===== config.mk =====
export PLATFORM = sky130hd
export DESIGN_NAME = lpc_front
export DESIGN_NICKNAME = d
export VERILOG_FILES = /design/src/lpc_pkg.sv /design/src/lpc_front.sv
export SDC_FILE = /design/constraint.sdc
export NUM_CORES = 1
export LEC_CHECK = 0
export BUFFER_PORTS_ARGS = -buffer_cell sky130_fd_sc_hd__buf_2
export CAP_MARGIN = 25
export CORE_MARGIN = 8
export CORE_UTILIZATION = 55
export CTS_CLUSTER_SIZE = 10
export DETAILED_ROUTE_END_ITERATION = 12
export PLACE_DENSITY = 0.76
export RECOVER_POWER = 25
export SLEW_MARGIN = 20
export SYNTH_ARGS = -nofsm -noshare
export SYNTH_HDL_FRONTEND = slang
export SYNTH_SLANG_ARGS = --single-unit

===== constraint.sdc =====
create_clock -name clock -period 7.3 [get_ports clock]
set_clock_uncertainty 0.05 [all_clocks]
set_input_delay 0.365 -clock clock [delete_from_list [all_inputs] [get_ports clock]]
set_output_delay 0.365 -clock clock [all_outputs]
set_load 0.05 [all_outputs]

===== src/lpc_pkg.sv =====
// Shared types, constants and arithmetic helpers for the lidar polar-to-Cartesian unit.
// No dependencies.
package lpc_pkg;

   localparam int LPC_MAX_SAMPLES_DEF = 2048;
   localparam int LPC_IDX_LIMIT_W     = 17;

   // CSR register indexes
   localparam logic [1:0] CSR_RANGE_MIN   = 2'd0;
   localparam logic [1:0] CSR_RANGE_MAX   = 2'd1;
   localparam logic [1:0] CSR_START_ANGLE = 2'd2;
   localparam logic [1:0] CSR_ANGLE_STEP  = 2'd3;

   localparam logic [15:0] RANGE_MIN_RST   = 16'd20;
   localparam logic [15:0] RANGE_MAX_RST   = 16'd65535;
   localparam logic [15:0] START_ANGLE_RST = 16'd0;
   localparam logic [11:0] ANGLE_STEP_RST  = 12'd0;

   // CORDIC: Q4.30 datapath, two iterations per pipeline stage
   localparam int CW              = 34;
   localparam int CORDIC_ITERS    = 16;
   localparam int ITERS_PER_STAGE = 2;
   localparam int CORDIC_STAGES   = CORDIC_ITERS / ITERS_PER_STAGE;
   localparam logic signed [CW-1:0] CORDIC_GAIN = 34'sd652032874;

   // accept edge to result edge
   localparam int LPC_LATENCY = CORDIC_STAGES + 4;

   typedef struct packed {
      logic [15:0] range_mm;
      logic        gate;
      logic        scan_end;
   } lpc_side_type;

   typedef struct packed {
      logic signed [CW-1:0] x;
      logic signed [CW-1:0] y;
      logic signed [CW-1:0] z;
   } lpc_rot_type;

   function automatic logic signed [CW-1:0] lpc_atan(input int i);
      logic signed [CW-1:0] a;
      case (i)
         0:       a = 34'sd536870912;
         1:       a = 34'sd316933406;
         2:       a = 34'sd167458907;
         3:       a = 34'sd85004756;
         4:       a = 34'sd42667331;
         5:       a = 34'sd21354465;
         6:       a = 34'sd10679838;
         7:       a = 34'sd5340245;
         8:       a = 34'sd2670163;
         9:       a = 34'sd1335087;
         10:      a = 34'sd667544;
         11:      a = 34'sd333772;
         12:      a = 34'sd166886;
         13:      a = 34'sd83443;
         14:      a = 34'sd41722;
         15:      a = 34'sd20861;
         default: a = '0;
      endcase
      return a;
   endfunction

   // one CORDIC micro-rotation
   function automatic lpc_rot_type lpc_rotate(input lpc_rot_type v, input int i);
      lpc_rot_type          r;
      logic signed [CW-1:0] dx;
      logic signed [CW-1:0] dy;
      dx = $signed(v.y) >>> i;
      dy = $signed(v.x) >>> i;
      if (!v.z[CW-1]) begin
         r.x = v.x - dx;
         r.y = v.y + dy;
         r.z = v.z - lpc_atan(i);
      end else begin
         r.x = v.x + dx;
         r.y = v.y - dy;
         r.z = v.z + lpc_atan(i);
      end
      return r;
   endfunction

   // round Q4.30 to Q1.15, clamp symmetric, undo the half-turn fold
   function automatic logic signed [15:0] lpc_to_q15(input logic signed [CW-1:0] v,
                                                     input logic neg);
      logic signed [CW-1:0] r;
      r = (v + 34'sd16384) >>> 15;
      if (r > 34'sd32767) begin
         r = 34'sd32767;
      end else if (r < -34'sd32767) begin
         r = -34'sd32767;
      end
      if (neg) begin
         r = -r;
      end
      return r[15:0];
   endfunction

   // product >> 15, truncated toward zero
   function automatic logic signed [16:0] lpc_trunc(input logic signed [32:0] p);
      logic signed [32:0] t;
      t = p + (p[32] ? 33'sd32767 : 33'sd0);
      t = t >>> 15;
      return t[16:0];
   endfunction

endpackage


===== src/lpc_front.sv =====
// Front stage: CSR registers, beam angle computation and range and sample-index gate.
// Depends on lpc_pkg.
module lpc_front import lpc_pkg::*; #(
   parameter int MAX_SAMPLES = LPC_MAX_SAMPLES_DEF
) (
   input  logic         clock,
   input  logic         reset,
   input  logic         csr_valid,
   input  logic [1:0]   csr_index,
   input  logic [15:0]  csr_wdata,
   input  logic         in_vld,
   input  logic [10:0]  in_sample_index,
   input  logic [15:0]  in_range_mm,
   input  logic         in_scan_end,
   output logic         out_vld,
   output logic [15:0]  out_angle,
   output lpc_side_type out_side
);

   localparam logic [LPC_IDX_LIMIT_W-1:0] IDX_LIMIT = LPC_IDX_LIMIT_W'(MAX_SAMPLES);

   logic [15:0]  range_min_ff;
   logic [15:0]  range_max_ff;
   logic [15:0]  start_angle_ff;
   logic [11:0]  angle_step_ff;

   logic [22:0]  prod_in;
   logic [15:0]  angle_in;
   logic         gate_in;

   logic         vld_ff;
   logic [15:0]  angle_ff;
   lpc_side_type side_ff;

   always_ff @(posedge clock) begin
      if (reset) begin
         range_min_ff   <= RANGE_MIN_RST;
         range_max_ff   <= RANGE_MAX_RST;
         start_angle_ff <= START_ANGLE_RST;
         angle_step_ff  <= ANGLE_STEP_RST;
      end else if (csr_valid) begin
         case (csr_index)
            CSR_RANGE_MIN:   range_min_ff   <= csr_wdata;
            CSR_RANGE_MAX:   range_max_ff   <= csr_wdata;
            CSR_START_ANGLE: start_angle_ff <= csr_wdata;
            CSR_ANGLE_STEP:  angle_step_ff  <= csr_wdata[11:0];
            default: ;
         endcase
      end
   end

   // angle wraps modulo one turn
   assign prod_in  = {12'd0, in_sample_index} * {11'd0, angle_step_ff};
   assign angle_in = start_angle_ff + prod_in[15:0];
   assign gate_in  = (in_range_mm > range_min_ff) && (in_range_mm < range_max_ff) &&
                     ({{(LPC_IDX_LIMIT_W-11){1'b0}}, in_sample_index} < IDX_LIMIT);

   always_ff @(posedge clock) begin
      if (reset) begin
         vld_ff <= 1'b0;
      end else begin
         vld_ff <= in_vld;
      end
   end

   always_ff @(posedge clock) begin
      angle_ff          <= angle_in;
      side_ff.range_mm  <= in_range_mm;
      side_ff.gate      <= gate_in;
      side_ff.scan_end  <= in_scan_end;
   end

   assign out_vld   = vld_ff;
   assign out_angle = angle_ff;
   assign out_side  = side_ff;

endmodule


==> results_dict.tcl, run 1 <==
set metrics [dict create \
    status "finished with violations" \
    violations "max-capacitance violations, max-slew violations" \
    slew_viol_final 43 \
    tns_ns 0 \
    power_w 0.00144 \
    std_cell_rows 42 \
    cts.sinks 95 \
    required_ns 7.48 \
    synth_cell_types 38 \
    irDropWorstVdd_uv 142 \
    port_buffers 84 \
    hold_buffers 0 \
    area_growth_syn_to_layout_pct 11.4 \
    grt_usage 0.198 \
    place_congestion 0.904 \
    syn_nets 1042 \
    grt-ovfl-total 0 \
    grt_pass1_wl_um 26400 \
    tritoncts "built" \
    p_leak_nw 3.96 \
    syn-mean-instance-area_um2 8.60 \
    synth_top_area_frac 0.263 \
    nNetsFinal 1102 \
    dp_hpwl_um 12400 \
    worstSetupPathType "reg -> reg" \
    synth-main-ff-cell "dfxtp_1" \
    start_util 0.554 \
    async_flop_share 0 \
    synthCells 840 \
    clk_pin_slew_ns 0.07 \
    timing.fmax_mhz 202 \
    critPathArrivalTime_ns 5.14 \
    multi_input_area_um2 4560 \
    die_y_um 131 \
    worst-path-max-fanout 10 \
    cpMostUsedCell "fa_1" \
    yosys_register_bits 95 \
    ys_seq_area_frac 0.263 \
    rsz0062_at_grt "false" \
    synth_top_cells_by_count "nand2_1 (173), inv_1 (170), dfxtp_1 (95)" \
    vias_per_cell 5.05 \
    wirelength_um 15500 \
    diodes 0 \
    worstMarginPinSlew_ns 1.81 \
    regArea_um2 1900 \
    syn_area_um2 7220 \
    hold_viol 0 \
    die_w_um 131 \
    vias 5459 \
    antenna_found_initial 0 \
    layout-drive-gt1-share 0.0951 \
    drtAntennaViolNets 0 \
    htree_levels 3 \
    cp-end-kind "register" \
    setup_viol 0 \
    start_kind "register" \
    drt_iter0_drc 352 \
    hp-class "in -> reg" \
    coreArea_um2 13000 \
    path_delay_family "adder cells" \
    clockRootBuffer "clkbuf_16" \
    worst-path-buf-inv 3 \
    netlist_top_cells_area "dfxtp_1 (26%), fa_1 (23%), ha_1 (12%)" \
    post_cts_resize_count 0 \
    wl_per_cell_um 14.4 \
    timing.hold.ws_ns 0.0650 \
    num_io_pins 85 \
    post-synth-top-area-cell "dfxtp_1" \
    drc_errors 0 \
    n_fill_cell 1184 \
    dr.pass1.iters 4 \
    first_global_vias 5515 \
    critPathMaxStageDelay_ns 0.57 \
    cts_buffers 9 \
    post-route-min-period_ns 4.96 \
    final.setup.worst_slack_ns 2.34 \
    clock_path_buffers 2 \
    drv_cap 1 \
    critPathSlowestCell "fa_1" \
    timing.reg2reg.setup_slack_ns 2.34 \
    clk_latency_ns 0.35 \
    dp_slack_ns 2.32 \
    power_density_nw_per_um2 179 \
    yosysMostFrequentCell "nand2_1" \
    relSlewSlack -0.208 \
    synth_edf_count 0 \
    grt_start_max_net_pins 60 \
    dieArea_um2 17100 \
    post-route-period-util 0.679 \
    yosysWarnings 0 \
    post_cts_buffers 0 \
    path_cells "nand2_1, fa_1, fa_1, fa_1, inv_1, fa_1, inv_1, fa_1, inv_1, ha_1, a21o_1, a21oi_1, nand2_1, a21oi_1, o21ai_1, a31oi_1, xnor2_1" \
]
==> routing by layer <==
metal / track usage / routed length (um) / up-vias / share of wire
met5: 0 / 0 / - / 0
met3: 0.0353 / 777 / 23 / 0.050
met2: 0.336 / 7690 / 129 / 0.49
met4: 0.0641 / 282 / 0 / 0.018
met1: 0.250 / 6790 / 2619 / 0.44
li1: - / - / 2688 / -
==> area by class of cell <==
| cell class | count | area share |
|---|---|---|
| flip-flops and latches | 95 | 0.236 |
| multi-input cells | 539 | 0.567 |
| inverters | 170 | 0.0793 |
| repair buffers | 85 | 0.0501 |
| clock buffers | 9 | 0.0280 |
| clock inverters | 6 | 0.0117 |
| well taps | 176 | 0.0274 |
==> registers in the layout, summed over array words and instances (netlist names) <==
signal          count
angle_step_ff      12
start_angle_ff     16
out_side           18
out_vld             1
out_angle          16
range_max_ff       16
range_min_ff       16
==> placed cells by master (no fill, tap or decap), types with 3 or more instances in the layout <==
master and count:
nor2b_1 4, a21o_1 12, a211oi_1 3, o21ai_1 4
a211o_1 15, o21a_1 6, fa_1 84, ha_1 68
and2_1 33, xnor2_1 21, nand3_1 4, nand2_1 173
o211ai_1 4, inv_1 170, xor2_1 6, clkbuf_16 9
buf_2 67, nand4_1 6, nor2_1 23, clkbuf_1 18
dfxtp_1 95, a21oi_1 52
==> cell families after synthesis <==
logic type | Yosys count | share of synthesized area
xor gates and xnor gates | 27 | 0.0327
and+or+nand+nor | 257 | 0.156
AOI/OAI and AO/OA | 103 | 0.0906
buffers and inverters | 206 | 0.107
DFF | 95 | 0.263
adders and majority gates | 152 | 0.351
==> final timing paths <==
check / depth (start not counted) / from / to
worst min-delay path: 1 / in_scan_end / out_side[0]
worst max register to register: 17 / angle_step_ff[7] / out_angle[15]
worst max-delay path: 17 / angle_step_ff[7] / out_angle[15]
worst min register to register: 2 / start_angle_ff[5] / start_angle_ff[5]
==> power breakdown <==
group	leakage (nW)	internal, W	total [W]	switching (W)
clock	0.158	0.000302	0.000516	0.000214
combinational	3.02	0.000112	0.000351	0.000239
sequential	0.782	0.000556	0.000572	0.0000161
==> metrics by stage <==
step / std cells / area, um^2 / util
after floorplan: 840 / 7220 / -
after global placement: 1064 / 7730 / 0.593
after detailed placement: 1064 / 7730 / 0.593
after CTS: 1079 / 8050 / 0.618
after global routing: 1080 / 8040 / 0.617
final: 1080 / 8040 / 0.617
==> worst reg2reg max path: stages, from the launching register on <==
cell and delay, ns:
dfxtp_1 0.54, nand2_1 0.13, fa_1 0.57, fa_1 0.46, fa_1 0.56, inv_1 0.06
fa_1 0.47, inv_1 0.05, fa_1 0.47, inv_1 0.04, ha_1 0.33, a21o_1 0.17
a21oi_1 0.13, nand2_1 0.06, a21oi_1 0.22, o21ai_1 0.18, a31oi_1 0.26, xnor2_1 0.08
No activity file was read; power rests on OpenSTA's default activity.
==> run 2: changes to the inputs <==
- ABC_AREA: not set -> 1
- clock period: 7.3 -> 4.8 ns (I/O delays scaled with it)
==> run 2 against run 1 <==
The flow still finishes with violations (max-capacitance violations, max-slew violations). Global-route usage rose by 0.12 points. Non-clock buffer count grew 25. Sequential power up 59%. Flip-flop and latch count unchanged. Register-to-register slack worse by 2.1 ns. Area after synthesis up 3.5%. Worst setup slack got worse by 2.1 ns. Power increased by 77%. Routed wire length grew 5.8%. Via count rose by 9.6%. Synthesized cell count rose by 11%. Hold slack got worse by 0.046 ns. Critical path type unchanged. Largest power group unchanged.
==> results_dict.tcl, run 2 <==
set metrics [dict create \
    status "finished with violations" \
    reg2reg_depth 18 \
    required_ns 5.00 \
    diodes 0 \
    hold_viol 0 \
    syn_area_um2 7480 \
    setup_viol 0 \
    worstHoldPathCells 2 \
    post-route-min-period_ns 4.56 \
    synthCells 932 \
    synth_cell_types 32 \
    area_growth_syn_to_layout_pct 13.7 \
    power_w 0.00254 \
    first_global_vias 6261 \
    start_kind "register" \
    syn-mean-instance-area_um2 8.02 \
    rr_startpoint "angle_step_ff[8]" \
    cp_num_cells 18 \
    irDropWorstVdd_uv 214 \
    grt_usage 0.199 \
    vias_per_cell 5.00 \
    htree_levels 3 \
    critPathMaxStageDelay_ns 0.54 \
    power_density_nw_per_um2 299 \
    dr.pass1.iters 4 \
    synth_edf_count 0 \
    grt_pass1_wl_um 28700 \
    ys_seq_area_frac 0.254 \
    cts.sinks 95 \
    yosysMostFrequentCell "inv_1" \
    std_cell_rows 42 \
    clk_latency_ns 0.35 \
    tritoncts "built" \
    worstMarginPinSlew_ns 1.55 \
    path_delay_family "adder cells" \
    final.setup.worst_slack_ns 0.239 \
    yosys_register_bits 95 \
    final_cell_mix "inv_1 (237), nand2_1 (185), dfxtp_1 (88), fa_1 (84), ha_1 (68)" \
    vias 5985 \
    post-synth-top-area-cell "dfxtp_1" \
    clock_path_buffers 2 \
    critPathSlowestCell "fa_1" \
    clockRootBuffer "clkbuf_16" \
    drv_cap 1 \
    clk_pin_slew_ns 0.07 \
    drt_iter0_drc 335 \
    die_y_um 133 \
    p_clk_frac 0.290 \
    cp-end-kind "register" \
    worstHoldStart "reset" \
    violations "max-capacitance violations, max-slew violations" \
    grt-ovfl-total 0 \
    worst-path-buf-inv 3 \
    final_common_cell "inv_1" \
    post_cts_buffers 0 \
    slew_viol_final 61 \
    drtAntennaViolNets 0 \
    worstSetupStartpoint "angle_step_ff[8]" \
    syn_nets 1134 \
    coreArea_um2 13200 \
    yosysWarnings 0 \
    die_w_um 133 \
    switching_share 0.381 \
    hp-class "in -> reg" \
    critPathArrivalTime_ns 4.76 \
    post-route-period-util 0.950 \
    wirelength_um 16400 \
    timing.hold.ws_ns 0.0195 \
    drc_errors 0 \
    dp_hpwl_um 13500 \
    worst-path-max-fanout 7 \
    synth_top_area_frac 0.254 \
    internal_power_w 0.00157 \
    async_flop_share 0 \
    antenna_found_initial 0 \
    timing.fmax_mhz 219 \
    cts_buffers 9 \
    p_leak_nw 4.53 \
    rsz0062_at_grt "false" \
    port_buffers 84 \
    start_util 0.565 \
    wl_per_cell_um 13.7 \
    p_sw_w 0.000969 \
    worstSetupPathType "reg -> reg" \
    sequentialPowerShare 0.357 \
    relSlewSlack -0.0349 \
    grt_start_max_net_pins 61 \
    path_cells "nand2_1, fa_1, inv_1, fa_1, fa_1, fa_1, inv_1, fa_1, inv_1, ha_1, a21oi_1, o21ai_1, a21oi_1, o21ai_1, nand2_1, nand2_1, nand2_1, nand2_1" \
    dp_slack_ns 0.161 \
    layout-drive-gt1-share 0.120 \
    largest_register_ffs 18 \
    synth-main-ff-cell "dfxtp_1" \
    tns_ns 0 \
    pwr-share-comb 0.353 \
    num_io_pins 85 \
    place_congestion 0.862 \
    nNetsFinal 1220 \
    synth_top_cells_by_count "inv_1 (236), nand2_1 (185), dfxtp_1 (95)" \
    dieArea_um2 17600 \
    netlist_top_cells_area "dfxtp_1 (25%), fa_1 (22%), inv_1 (12%)" \
]
-- run 2: changes by cell type in the layout (fill, tap and decap cells not counted), moves of 8 or more --
cell           before  now
a21oi_1            52   60
o21ai_0             1   23
xnor2_1            21    7
buf_4               0    8
nand3_1             4   16
o211ai_1            4   17
inv_1             170  237
and2_1             33    0
nand2_1           173  185
a21o_1             12    0
o21ai_1             4   31
dlygate4sd3_1       0   17
a211o_1            15    0
-- run 2: per-stage QoR --
step / area (um^2) / util / std cells
after floorplan: 7480 / - / 932
after global placement: 8020 / 0.606 / 1165
after detailed placement: 8040 / 0.607 / 1166
after CTS: 8510 / 0.643 / 1198
after global routing: 8500 / 0.642 / 1198
final: 8500 / 0.642 / 1198
-- run 2: power by group through the flow --
stage,Sequential [W],Combinational (W),Clock (W)
after detailed placement,0.000926,0.000891,0
after global placement,0.000923,0.000860,0
after global routing,0.000917,0.00101,0.000789
final,0.000908,0.000897,0.000737
after floorplan,0.00113,0.000471,0
after CTS,0.000908,0.000906,0.000761
-- run 2: cell type report --
type / instances / area (um^2)
Sequential cell: 95 / 1910
Inverter: 244 / 916
Fill cell: 1190 / 4740
Clock inverter: 6 / 80.1
Clock buffer: 9 / 225
Multi-Input combinational cell: 558 / 4510
Timing Repair Buffer: 110 / 641
Tap cell: 176 / 220
-- run 2: cell families after synthesis --
group           after synthesis  synth area share
buf+inv                     279             0.143
simple gates                251             0.144
fa+ha+maj                   152             0.339
compound gates              139             0.101
flops                        95             0.254
xor+xnor                     16            0.0187
-- run 2: worst reg2reg max path, stage by stage (launching register included) --
cell and delay, ns:
dfxtp_1 0.48, nand2_1 0.14, fa_1 0.54, inv_1 0.05, fa_1 0.51, fa_1 0.51, fa_1 0.49, inv_1 0.05
fa_1 0.48, inv_1 0.04, ha_1 0.32, a21oi_1 0.16, o21ai_1 0.12, a21oi_1 0.21, o21ai_1 0.08, nand2_1 0.08
nand2_1 0.06, nand2_1 0.05, nand2_1 0.04
-- run 2: repair_timing --
item	4_1_cts	5_1_grt
hold buffers	17	0
hold endpoints to repair	17	0
endpoints found under the setup margin	0	4
gates resized for setup	0	7
-- run 2: per-layer routing --
layer	up-vias	track usage	wire length (um)	part of all wire
met2	169	0.351	8220	0.50
met3	29	0.0568	1200	0.073
met5	-	0	0	0
met1	2815	0.225	6700	0.41
li1	2972	-	-	-
met4	0	0.0675	316	0.019
-- run 2: final timing paths --
kind                      end  slack [ns]
max reg2reg     out_angle[13]        0.24
min                   out_vld        0.02
max             out_angle[13]        0.24
min reg2reg  range_min_ff[15]        0.41
==> run 3: changes to the inputs <==
- ABC_AREA: 1 -> not set
- CTS_CLUSTER_DIAMETER: not set -> 50
- clock period: 4.8 -> 5.5 ns (I/O delays scaled with it)
==> run 3 against run 2 <==
The flow now finishes without violations. Sequential share of layout area increased by 1.2 points. Via count decreased by 9.6%. Flip-flop and latch count unchanged. Count of clock-buffer cells in the layout increased by 3. Largest power group unchanged.
==> results_dict.tcl, run 3 (synthesized netlist as in run 1, its figures left out) <==
set metrics [dict create \
    worstSetupStartpoint "angle_step_ff[7]" \
    vias 5410 \
    power_density_nw_per_um2 224 \
    wirelength_um 15600 \
    drtAntennaViolNets 0 \
    grt_usage 0.196 \
    place_area_um2 7770 \
    p_leak_nw 3.95 \
    setup_viol 0 \
    wl_per_cell_um 14.4 \
    timing.fmax_mhz 203 \
    clk_pin_slew_ns 0.06 \
    regToRegEndpoint "out_angle[15]" \
    worst-path-max-fanout 10 \
    htree_levels 3 \
    die_y_um 131 \
    start_kind "register" \
    final_common_cell "nand2_1" \
    cp-end-kind "register" \
    clockRootBuffer "clkbuf_16" \
    coreArea_um2 13000 \
    clock_path_buffers 2 \
    post_cts_buffers 0 \
    post-route-period-util 0.896 \
    worstSetupPathType "reg -> reg" \
    grt_pass1_wl_um 26300 \
    vias_per_cell 4.99 \
    port_buffers 84 \
    hold_viol 0 \
    drc_errors 0 \
    cts.sinks 95 \
    layout-drive-gt1-share 0.0947 \
    area_growth_syn_to_layout_pct 11.4 \
    grt-ovfl-total 0 \
    largest_register_ffs 18 \
    finalInstanceArea_um2 8040 \
    dp_hpwl_um 12400 \
    start_util 0.554 \
    reg2reg_depth 17 \
    use_met1 0.240 \
    hp-class "in -> reg" \
    timing.reg2reg.setup_slack_ns 0.57 \
    place_congestion 0.869 \
    dr.pass1.iters 5 \
    irDropWorstVdd_uv 230 \
    rsz0062_at_grt "false" \
    clk_latency_ns 0.34 \
    tns_ns 0 \
    die_w_um 131 \
    drt_iter0_drc 312 \
    num_io_pins 85 \
    std_cell_rows 42 \
    final_cell_mix "nand2_1 (173), inv_1 (170), dfxtp_1 (95), fa_1 (84), ha_1 (68)" \
    crit_end "out_angle[15]" \
    required_ns 5.72 \
    status "complete, no violations" \
    nNetsFinal 1106 \
    cts_buffers 9 \
    use_met3 0.0357 \
    n_fill_cell 1181 \
    grt_start_max_net_pins 60 \
    gr-max-usage-layer "met2" \
    first_global_vias 5718 \
    post_cts_resize_count 0 \
    antenna_found_initial 1 \
    met2_usage 0.343 \
    dieArea_um2 17100 \
    relSlewSlack 0.0683 \
    post-route-min-period_ns 4.93 \
    critPathArrivalTime_ns 5.15 \
    tritoncts "built" \
    rr_startpoint "angle_step_ff[7]" \
    drv_cap 0 \
    worstMarginPinSlew_ns 1.40 \
    slew_viol_final 0 \
]
==> run 3: cell count changes in the layout (fill, tap and decap cells not counted), sizes merged, moves of 6 or more <==
cell	previous run	this run
xnor2	7	21
o21ai	55	5
o211ai	17	4
a211o	0	15
nand2	196	173
a21o	0	12
buf	76	70
nand3	20	4
inv	246	170
dlygate4sd3	17	1
a21oi	60	53
and2	0	34
==> run 3: power breakdown <==
| part | total (W) | switching [W] | internal (W) |
|---|---|---|---|
| clock | 0.000578 | 0.000262 | 0.000316 |
| sequential | 0.000758 | 0.0000205 | 0.000738 |
| combinational | 0.000467 | 0.000317 | 0.000151 |
==> run 3: worst min-delay path by stage <==
stage	endpoint	slack, ns	cells past startpoint	start
after CTS	out_side[2]	0.001	1	in_range_mm[0]
after global routing	out_side[2]	0.03	1	in_range_mm[0]
after detailed placement	out_side[0]	0.33	1	in_scan_end
after global placement	out_side[0]	0.33	1	in_scan_end
after floorplan	out_side[0]	0.25	0	in_scan_end
final	out_side[2]	0.04	1	in_range_mm[0]
==> run 3: per-layer routing <==
metal	part of all wire	up-vias
met2	0.50	115
met3	0.049	16
met4	0.015	0
li1	-	2680
met5	0	-
met1	0.43	2599
==> run 3: layout make-up <==
class                           instances  area (um^2)  area share
Sequential cell                        95         1900       0.236
Antenna cell                            1         2.50    0.000311
Tap cell                              176          220      0.0274
Clock inverter                          3         20.0     0.00249
Timing Repair Buffer                   89          455      0.0566
Clock buffer                           12          246      0.0306
Multi-Input combinational cell        539         4560       0.567
Inverter                              170          638      0.0793
==> run 3: worst max-delay path: stages (launching register included) <==
cell     delay, ns
dfxtp_1       0.52
nand2_1       0.13
fa_1          0.58
fa_1          0.47
fa_1          0.56
inv_1         0.05
fa_1          0.47
inv_1         0.05
fa_1          0.47
inv_1         0.04
ha_1          0.33
a21o_1        0.18
a21oi_1       0.13
nand2_1       0.06
a21oi_1       0.23
o21ai_1       0.17
a31oi_1       0.23
xnor2_1       0.15
==> run 3: through the flow <==
step | hold slack (ns) | cells | util | setup WS (ns) | power, W
2_1_floorplan | 0.253 | 840 | - | 0.757 | 0.00111
3_3_place_gp | 0.328 | 1065 | 0.594 | 0.703 | 0.00123
3_5_place_dp | 0.329 | 1066 | 0.596 | 0.600 | 0.00124
4_1_cts | 0.000967 | 1082 | 0.617 | 0.586 | 0.00183
5_1_grt | 0.0329 | 1085 | 0.617 | 0.279 | 0.00190
6_report | 0.0391 | 1085 | 0.617 | 0.571 | 0.00180
==> run 3: what timing repair did <==
action	CTS	global route
endpoints found under the hold margin	1	0
endpoints found under the setup margin	0	0
hold buffers	1	0
